**src/hw/rtl/bpa_pkg.sv**
```systemverilog
// Shared constants for the buddy page allocator.
// Holds field widths, register defaults and register addresses; no dependencies.
package bpa_pkg;

    localparam int LeavesDefault = 1024;
    localparam int SizeW = 12;
    localparam int PageW = 10;
    localparam int PagesW = 11;
    localparam int PoolW = 11;
    localparam int AddrW = 2;
    localparam int DataW = 32;

    localparam logic [PoolW-1:0] PoolReset = 11'd1024;
    localparam logic [AddrW-1:0] RegPool = 2'd0;

endpackage

```
**src/hw/rtl/bpa_mark_mem.sv**
```systemverilog
// Mark bit memory of the buddy allocator: one bit per tree node, one read and one write port.
// Runs a clearing pass over all entries after reset; uses no package.
module bpa_mark_mem #(
    parameter int AW = 11
) (
    input  logic          clk,
    input  logic          rst_n,
    input  logic [AW-1:0] rd_addr,
    output logic          rd_data,
    input  logic          wr_en,
    input  logic [AW-1:0] wr_addr,
    input  logic          wr_data,
    output logic          init_busy
);

    logic          mem [2**AW];
    logic          rd_data_reg;
    logic [AW-1:0] clr_reg;
    logic          init_reg;

    always_ff @(posedge clk or negedge rst_n)
    begin
        if (!rst_n)
        begin
            clr_reg  <= '0;
            init_reg <= 1'b1;
        end
        else if (init_reg)
        begin
            clr_reg <= clr_reg + 1'b1;
            if (clr_reg == '1)
            begin
                init_reg <= 1'b0;
            end
        end
    end

    always_ff @(posedge clk)
    begin
        if (init_reg)
        begin
            mem[clr_reg] <= 1'b0;
        end
        else if (wr_en)
        begin
            mem[wr_addr] <= wr_data;
        end
        rd_data_reg <= mem[rd_addr];
    end

    assign rd_data   = rd_data_reg;
    assign init_busy = init_reg;

endmodule

```
**src/hw/rtl/bpa_ctrl.sv**
```systemverilog
// Sequencer of the buddy allocator: scans candidate blocks, climbs on free, and walks
// subtrees node by node through the mark memory. Depends on bpa_pkg.
module bpa_ctrl #(
    parameter int LEAVES = bpa_pkg::LeavesDefault,
    parameter int NW = $clog2(LEAVES) + 1
) (
    input  logic                       clk,
    input  logic                       rst_n,
    input  logic                       start,
    input  logic                       mode,
    input  logic [bpa_pkg::SizeW-1:0]  size_pages,
    input  logic [bpa_pkg::PageW-1:0]  page_index,
    input  logic [bpa_pkg::PoolW-1:0]  pool_pages,
    output logic                       busy,
    output logic                       done,
    output logic                       success,
    output logic [bpa_pkg::PageW-1:0]  block_start,
    output logic [bpa_pkg::PagesW-1:0] block_pages,
    output logic [NW-1:0]              mem_rd_addr,
    input  logic                       mem_rd_data,
    output logic                       mem_wr_en,
    output logic [NW-1:0]              mem_wr_addr,
    output logic                       mem_wr_data,
    input  logic                       init_busy
);

    localparam int LW = $clog2(LEAVES);
    localparam int LVW = $clog2(LW + 1);
    localparam int CW = (NW + 1 > 12) ? NW + 1 : 12;

    localparam logic [2:0] S_IDLE  = 3'd0;
    localparam logic [2:0] S_ANEXT = 3'd1;
    localparam logic [2:0] S_RD    = 3'd2;
    localparam logic [2:0] S_CK    = 3'd3;
    localparam logic [2:0] S_WR    = 3'd4;
    localparam logic [2:0] S_CLIMB = 3'd5;
    localparam logic [2:0] S_PREV  = 3'd6;

    localparam logic [1:0] PH_ACHK   = 2'd0;
    localparam logic [1:0] PH_FCLIMB = 2'd1;
    localparam logic [1:0] PH_FTOP   = 2'd2;
    localparam logic [1:0] PH_SET    = 2'd3;

    logic [2:0]                  state_reg, state_next;
    logic [1:0]                  phase_reg, phase_next;
    logic [NW-1:0]               node_reg, node_next;
    logic [LVW-1:0]              lv_reg, lv_next;
    logic [NW-1:0]               idx_reg, idx_next;
    logic [NW-1:0]               prev_reg, prev_next;
    logic [LVW-1:0]              plv_reg, plv_next;
    logic [NW-1:0]               cur_reg, cur_next;
    logic [NW-1:0]               first_reg, first_next;
    logic [NW-1:0]               last_reg, last_next;
    logic                        want_reg, want_next;
    logic                        done_reg, done_next;
    logic                        success_reg, success_next;
    logic [bpa_pkg::PageW-1:0]   start_reg, start_next;
    logic [bpa_pkg::PagesW-1:0]  pages_reg, pages_next;

    logic [LVW-1:0] k;
    logic [NW-1:0]  base;
    logic [NW-1:0]  cand;
    logic [CW-1:0]  span;
    logic [CW-1:0]  fp_a;
    logic [CW-1:0]  fp_n;
    logic           fits_a;
    logic           fits_n;
    logic           at_last;
    logic           walk_done;

    always_comb
    begin
        k = LVW'(LW);
        for (int i = LW; i >= 0; i--)
        begin
            if ((CW'(1) << i) >= CW'(size_pages))
            begin
                k = LVW'(i);
            end
        end
    end

    assign base      = NW'(LEAVES) >> lv_reg;
    assign cand      = base + idx_reg;
    assign span      = CW'(1) << lv_reg;
    assign fp_a      = (CW'(cand) << lv_reg) - CW'(LEAVES);
    assign fp_n      = (CW'(node_reg) << lv_reg) - CW'(LEAVES);
    assign fits_a    = (fp_a + span) <= CW'(pool_pages);
    assign fits_n    = (fp_n + span) <= CW'(pool_pages);
    assign at_last   = cur_reg == last_reg;
    assign walk_done = at_last && (first_reg >= NW'(LEAVES));

    always_comb
    begin
        state_next   = state_reg;
        phase_next   = phase_reg;
        node_next    = node_reg;
        lv_next      = lv_reg;
        idx_next     = idx_reg;
        prev_next    = prev_reg;
        plv_next     = plv_reg;
        cur_next     = cur_reg;
        first_next   = first_reg;
        last_next    = last_reg;
        want_next    = want_reg;
        done_next    = 1'b0;
        success_next = success_reg;
        start_next   = start_reg;
        pages_next   = pages_reg;
        case (state_reg)
            S_IDLE:
            begin
                if (start && !init_busy)
                begin
                    if (!mode)
                    begin
                        if (CW'(size_pages) > CW'(LEAVES))
                        begin
                            done_next    = 1'b1;
                            success_next = 1'b0;
                            start_next   = '0;
                            pages_next   = '0;
                        end
                        else
                        begin
                            lv_next    = k;
                            idx_next   = '0;
                            state_next = S_ANEXT;
                        end
                    end
                    else
                    begin
                        if (CW'(page_index) >= CW'(LEAVES))
                        begin
                            done_next    = 1'b1;
                            success_next = 1'b0;
                            start_next   = '0;
                            pages_next   = '0;
                        end
                        else
                        begin
                            node_next  = NW'(LEAVES) + NW'(page_index);
                            lv_next    = '0;
                            prev_next  = '0;
                            plv_next   = '0;
                            state_next = S_CLIMB;
                        end
                    end
                end
            end
            S_ANEXT:
            begin
                if (idx_reg == base || !fits_a)
                begin
                    done_next    = 1'b1;
                    success_next = 1'b0;
                    start_next   = '0;
                    pages_next   = '0;
                    state_next   = S_IDLE;
                end
                else
                begin
                    node_next  = cand;
                    cur_next   = cand;
                    first_next = cand;
                    last_next  = cand;
                    want_next  = 1'b0;
                    phase_next = PH_ACHK;
                    state_next = S_RD;
                end
            end
            S_RD:
            begin
                state_next = S_CK;
            end
            S_CK:
            begin
                if (mem_rd_data != want_reg)
                begin
                    if (phase_reg == PH_ACHK)
                    begin
                        idx_next   = idx_reg + 1'b1;
                        state_next = S_ANEXT;
                    end
                    else
                    begin
                        state_next = S_PREV;
                    end
                end
                else if (walk_done)
                begin
                    case (phase_reg)
                        PH_FCLIMB:
                        begin
                            prev_next  = node_reg;
                            plv_next   = lv_reg;
                            node_next  = node_reg >> 1;
                            lv_next    = lv_reg + 1'b1;
                            state_next = S_CLIMB;
                        end
                        default:
                        begin
                            cur_next   = node_reg;
                            first_next = node_reg;
                            last_next  = node_reg;
                            want_next  = (phase_reg == PH_ACHK);
                            phase_next = PH_SET;
                            state_next = S_WR;
                        end
                    endcase
                end
                else
                begin
                    if (at_last)
                    begin
                        first_next = first_reg << 1;
                        last_next  = {last_reg[NW-2:0], 1'b1};
                        cur_next   = first_reg << 1;
                    end
                    else
                    begin
                        cur_next = cur_reg + 1'b1;
                    end
                    state_next = S_RD;
                end
            end
            S_WR:
            begin
                if (walk_done)
                begin
                    done_next    = 1'b1;
                    success_next = 1'b1;
                    start_next   = fp_n[bpa_pkg::PageW-1:0];
                    pages_next   = span[bpa_pkg::PagesW-1:0];
                    state_next   = S_IDLE;
                end
                else if (at_last)
                begin
                    first_next = first_reg << 1;
                    last_next  = {last_reg[NW-2:0], 1'b1};
                    cur_next   = first_reg << 1;
                end
                else
                begin
                    cur_next = cur_reg + 1'b1;
                end
            end
            S_CLIMB:
            begin
                if (!fits_n)
                begin
                    state_next = S_PREV;
                end
                else
                begin
                    cur_next   = node_reg;
                    first_next = node_reg;
                    last_next  = node_reg;
                    want_next  = 1'b1;
                    phase_next = node_reg[0] ? PH_FTOP : PH_FCLIMB;
                    state_next = S_RD;
                end
            end
            S_PREV:
            begin
                if (prev_reg != '0)
                begin
                    node_next  = prev_reg;
                    lv_next    = plv_reg;
                    cur_next   = prev_reg;
                    first_next = prev_reg;
                    last_next  = prev_reg;
                    want_next  = 1'b0;
                    phase_next = PH_SET;
                    state_next = S_WR;
                end
                else
                begin
                    done_next    = 1'b1;
                    success_next = 1'b0;
                    start_next   = '0;
                    pages_next   = '0;
                    state_next   = S_IDLE;
                end
            end
            default:
            begin
                state_next = S_IDLE;
            end
        endcase
    end

    always_ff @(posedge clk or negedge rst_n)
    begin
        if (!rst_n)
        begin
            state_reg <= S_IDLE;
            done_reg  <= 1'b0;
        end
        else
        begin
            state_reg <= state_next;
            done_reg  <= done_next;
        end
    end

    always_ff @(posedge clk)
    begin
        phase_reg   <= phase_next;
        node_reg    <= node_next;
        lv_reg      <= lv_next;
        idx_reg     <= idx_next;
        prev_reg    <= prev_next;
        plv_reg     <= plv_next;
        cur_reg     <= cur_next;
        first_reg   <= first_next;
        last_reg    <= last_next;
        want_reg    <= want_next;
        success_reg <= success_next;
        start_reg   <= start_next;
        pages_reg   <= pages_next;
    end

    assign busy        = (state_reg != S_IDLE) || init_busy;
    assign done        = done_reg;
    assign success     = success_reg;
    assign block_start = start_reg;
    assign block_pages = pages_reg;
    assign mem_rd_addr = cur_reg;
    assign mem_wr_en   = state_reg == S_WR;
    assign mem_wr_addr = cur_reg;
    assign mem_wr_data = want_reg;

endmodule

```
**src/hw/rtl/buddy_page_allocator.sv**
```systemverilog
// Buddy page allocator top level: APB register, sequencer and mark memory.
// Depends on bpa_pkg, bpa_mark_mem and bpa_ctrl.
// Each tree node read passes a read state and a check state, each node written a write state;
// an allocate visits the subtrees of the scanned blocks, a free those it climbs through.
// One word is in flight at a time, bounded by the single mark memory port pair.
// After reset a clearing pass over all 2*LEAVES mark entries runs with busy high; the result strobe
// done lasts one cycle and cannot be stalled.
module buddy_page_allocator #(
    parameter int LEAVES = bpa_pkg::LeavesDefault
) (
    input  logic                        clk,
    input  logic                        rst_n,
    input  logic                        start,
    output logic                        busy,
    input  logic                        mode,
    input  logic [bpa_pkg::SizeW-1:0]   size_pages,
    input  logic [bpa_pkg::PageW-1:0]   page_index,
    output logic                        done,
    output logic                        success,
    output logic [bpa_pkg::PageW-1:0]   block_start,
    output logic [bpa_pkg::PagesW-1:0]  block_pages,
    input  logic                        psel,
    input  logic                        penable,
    input  logic                        pwrite,
    input  logic [bpa_pkg::AddrW-1:0]   paddr,
    input  logic [bpa_pkg::DataW-1:0]   pwdata,
    output logic [bpa_pkg::DataW-1:0]   prdata,
    output logic                        pready
);

    localparam int NW = $clog2(LEAVES) + 1;

    logic [bpa_pkg::PoolW-1:0] pool_reg;
    logic [NW-1:0]             mem_rd_addr;
    logic                      mem_rd_data;
    logic                      mem_wr_en;
    logic [NW-1:0]             mem_wr_addr;
    logic                      mem_wr_data;
    logic                      init_busy;

    always_ff @(posedge clk or negedge rst_n)
    begin
        if (!rst_n)
        begin
            pool_reg <= bpa_pkg::PoolReset;
        end
        else if (psel && penable && pwrite && paddr == bpa_pkg::RegPool)
        begin
            pool_reg <= pwdata[bpa_pkg::PoolW-1:0];
        end
    end

    assign pready = 1'b1;
    assign prdata = (paddr == bpa_pkg::RegPool)
                    ? {{(bpa_pkg::DataW - bpa_pkg::PoolW){1'b0}}, pool_reg} : '0;

    bpa_mark_mem #(
        .AW(NW)
    ) u_mem (
        .clk      (clk),
        .rst_n    (rst_n),
        .rd_addr  (mem_rd_addr),
        .rd_data  (mem_rd_data),
        .wr_en    (mem_wr_en),
        .wr_addr  (mem_wr_addr),
        .wr_data  (mem_wr_data),
        .init_busy(init_busy)
    );

    bpa_ctrl #(
        .LEAVES(LEAVES),
        .NW    (NW)
    ) u_ctrl (
        .clk        (clk),
        .rst_n      (rst_n),
        .start      (start),
        .mode       (mode),
        .size_pages (size_pages),
        .page_index (page_index),
        .pool_pages (pool_reg),
        .busy       (busy),
        .done       (done),
        .success    (success),
        .block_start(block_start),
        .block_pages(block_pages),
        .mem_rd_addr(mem_rd_addr),
        .mem_rd_data(mem_rd_data),
        .mem_wr_en  (mem_wr_en),
        .mem_wr_addr(mem_wr_addr),
        .mem_wr_data(mem_wr_data),
        .init_busy  (init_busy)
    );

endmodule
```
**config.mk**
```make
export PLATFORM = sky130hd
export DESIGN_NAME = buddy_page_allocator
export DESIGN_NICKNAME = d
export VERILOG_FILES = /design/src/hw/rtl/bpa_pkg.sv /design/src/hw/rtl/bpa_mark_mem.sv /design/src/hw/rtl/bpa_ctrl.sv /design/src/hw/rtl/buddy_page_allocator.sv
export SDC_FILE = /design/constraint.sdc
export NUM_CORES = 2
export LEC_CHECK = 0
export BUFFER_PORTS_ARGS = -buffer_cell sky130_fd_sc_hd__buf_2
export CORE_MARGIN = 3
export CORE_UTILIZATION = 42
export DETAILED_ROUTE_END_ITERATION = 16
export GPL_ROUTABILITY_DRIVEN = 0
export GPL_TIMING_DRIVEN = 1
export SYNTH_ARGS = -nofsm -noshare
export SYNTH_HDL_FRONTEND = slang
export SYNTH_SLANG_ARGS = --single-unit
```
**constraint.sdc**
```tcl
create_clock -name clk -period 30.8 [get_ports clk]
set_input_delay 0 -clock clk [delete_from_list [all_inputs] [get_ports clk]]
set_output_delay 0 -clock clk [all_outputs]
set_load 0.005 [all_outputs]
```
==> results.toml <==
[floorplan]
die_area_mm2 = 0.2408
start_util = 0.4231
dieWidth_um = 490.7
core-area_mm2 = 0.2332
dieHeight_um = 490.7
io_pins = 120
rows = 177

[cts]
clkLatencyLatePin_ns = 0.90
post_cts_resized = 0
ctsLongestPathBuffers = 3
clock-sinks = 2175
cts_max_level = 4
cts_buffers = 222
root_buffer = "clkbuf_16"
cts_tree = "built"
clkTransAtPathRegs_ns = 0.06

[yosys]
ys_warn_count = 0
synth_top_cells_by_area = "edfxtp_1 65%, mux4_2 12%, nor2_1 8.5%"
synth_area_leader_cell = "edfxtp_1"
async_flop_share = 0.01241
ys_ff_latch = 2175
yosysUniqueCellTypes = 90
synth_seq_area_share = 0.6604
netlist_instances = 7170
yosysTopAreaCellShare = 0.6534
avgSynthCellArea_um2 = 13.76
ys.flop_type = "edfxtp_1"
synth_edf_count = 2147
syn_area_mm2 = 0.09868

[sta]
period_share = 0.2793
fmax_mhz = 116.3
slew_violations = 0
setup_ws_ns = 22.20
grt_setup_unrepaired = "false"
fin_setup_tns_ns = 0
hold_violations = 0
fin_skew_ns = 0.06279
tightestPinTransition_ns = 1.306
slew-limit-headroom = 0.1296
setup_viol = 0
min_period_ns = 8.601

[power_and_ir_drop]
p_int_uw = 4723
combPwrFrac = 0.007
p_per_area_mw_per_mm2 = 54.06
p_clk_frac = 0.451
ir_worst_vdd_v = 0.00006351
total_power_uw = 5915
leakage_uw = 0.02506
netSwitchingPower_uw = 1191
p_seq_frac = 0.542
p_sw_frac = 0.2014

[finish]
layout.nets = 7174
regMostFlops = "u_mem.mem"
drive_gt1_frac = 0.1576
syn2layout_area_growth_pct = 10.88
largest_reg_flops = 2048

[status]
status = "finished clean"

[setup_path]
slowest_stage = "a21o_1"
critPathArrivalTime_ns = 9.09
cp-end-kind = "register"
rrSetupSlack_ns = 22.20
rr_endpoint = "u_ctrl.block_pages[1]"
cp_max_fo = 32
start_kind = "register"
crit_type = "reg -> reg"
reg2reg_depth = 28
max_stage_delay_ns = 0.75
rr_startpoint = "u_ctrl.lv_reg[0]"
cp.required_ns = 31.29

[global_routing]
grt_usage = 0.2354
grt_pass1_wl_um = 418500
grt_overflow = 0
antenna_found_initial = 5
grt_max_degree = 285
grt_pass1_vias = 60149

[detailed_routing]
vias = 62132
drc_errors = 0
drt_wl_total_um = 289900
drt_iter0_markers = 9039
wl_per_cell_um = 28.00
firstDrtPassIters = 6
ant_nets = 0
viasPerCell = 6.001

[run]
max_cap_viol_count = 0

[hold_path]
hp-start = "page_index[2]"
min_path_cells = 4
hold_path.class = "in -> reg"
hold_path_end = "u_ctrl.node_reg[2]"

[place]
port-buffer-count = 76
place_hpwl_um = 156100
dp_slack_ns = 22.31
==> worst max-delay path by stage <==
stage / start / end
after global placement: u_ctrl.lv_reg[0] / u_ctrl.block_pages[10]
after global routing: u_ctrl.lv_reg[0] / u_ctrl.block_pages[2]
final: u_ctrl.lv_reg[0] / u_ctrl.block_pages[1]
after floorplan: u_ctrl.state_reg[1] / u_mem.mem[0]
after CTS: u_ctrl.lv_reg[0] / u_ctrl.block_start[6]
after detailed placement: u_ctrl.lv_reg[0] / u_ctrl.block_pages[10]
==> power by group through the flow <==
stage               Combinational, uW  Sequential [uW]  Clock [uW]
finish                           42.6             3210        2670
global route                     47.7             3210        2810
CTS                              42.4             3210        2700
detailed placement               32.0             3270           0
global placement                 31.5             3270           0
floorplan                        21.6             3270           0
==> cell type report <==
cell class,instances,area (um^2)
diodes,2,5.005
clock buffers,275,5754
clock inverters,134,1394
fillers,20388,123800
inverters,55,206.4
multi-input cells,4292,30680
flip-flops and latches,2175,65170
well taps,3132,3919
repair buffers,289,2285
==> per-layer routing <==
metal,share of wire,up-vias,GRT usage
met5,0,-,0
li1,-,26104,-
met4,0.028,0,0.06846
met3,0.098,454,0.04289
met1,0.40,32463,0.3276
met2,0.48,3111,0.3797
==> critical path, delay by kind of cell (launching register included) <==
kind,cells,cell delay [ns]
adder cells (fa/ha/maj),6,1.95
buffers and inverters,3,0.79
XOR/XNOR,1,0.23
flip-flops,1,0.32
AND/OR/NAND/NOR,5,1.23
multiplexers,1,0.17
AO/OA/AOI/OAI,12,3.48
==> cell usage after synthesis, types with 14 or more instances <==
master / instances
nor4_1: 21
mux2_2: 20
a22oi_1: 93
o211ai_1: 15
o21ai_0: 105
mux4_2: 515
and2_1: 32
nor2b_1: 23
a31oi_1: 26
clkbuf_1: 301
a211oi_1: 34
o22ai_1: 42
o221ai_1: 26
ha_1: 73
buf_2: 94
nor2_1: 2228
a21o_1: 14
nor3_1: 49
nand4_1: 40
dfrtp_1: 25
xnor2_1: 50
buf_4: 54
nand2_1: 316
nand2b_1: 16
inv_1: 51
xor2_1: 19
edfxtp_1: 2147
and3_1: 14
nand3_1: 52
buf_1: 194
buf_6: 25
a21oi_1: 120
mux2i_1: 149
==> per-stage QoR <==
stage	hold slack, ns	util	cell area [um^2]	instances
4_1_cts	0.0008909	0.4692	109400	10352
2_1_floorplan	-0.2956	-	98750	7190
5_1_grt	0.08033	0.4692	109400	10353
3_5_place_dp	0.1542	0.4355	101600	9875
6_report	0.06436	0.4692	109400	10354
3_3_place_gp	0.1477	0.4355	101600	9875
==> cell usage in the layout, fill, tap and decap left out, types with 50 or more instances in the layout <==
cell | synthesis | final
clkinv_1 | 2 | 58
nor2_1 | 2228 | 2214
nand3_1 | 52 | 51
buf_2 | 94 | 76
xnor2_1 | 50 | 50
a22oi_1 | 93 | 93
nand2_1 | 316 | 285
mux2i_1 | 149 | 149
a21oi_1 | 120 | 120
edfxtp_1 | 2147 | 2147
clkbuf_16 | 0 | 222
clkbuf_1 | 301 | 53
buf_4 | 54 | 135
mux4_2 | 515 | 515
dlygate4sd3_1 | 0 | 67
o21ai_0 | 105 | 105
inv_1 | 51 | 51
ha_1 | 73 | 73
==> cells by family after synthesis <==
logic type	share of synthesized area
compound gates	0.04040
flops	0.6604
simple gates	0.1155
fa+ha+maj	0.009865
other cells	0.00007611
mux	0.1349
xor+xnor	0.006124
buf+inv	0.03265
==> timing repair <==
action,in CTS,in global routing
buffers inserted,0,0
endpoints found under the setup margin,0,0
hold buffers,68,0
endpoints found under the hold margin,96,0
Power figures use the tool's default switching activity.
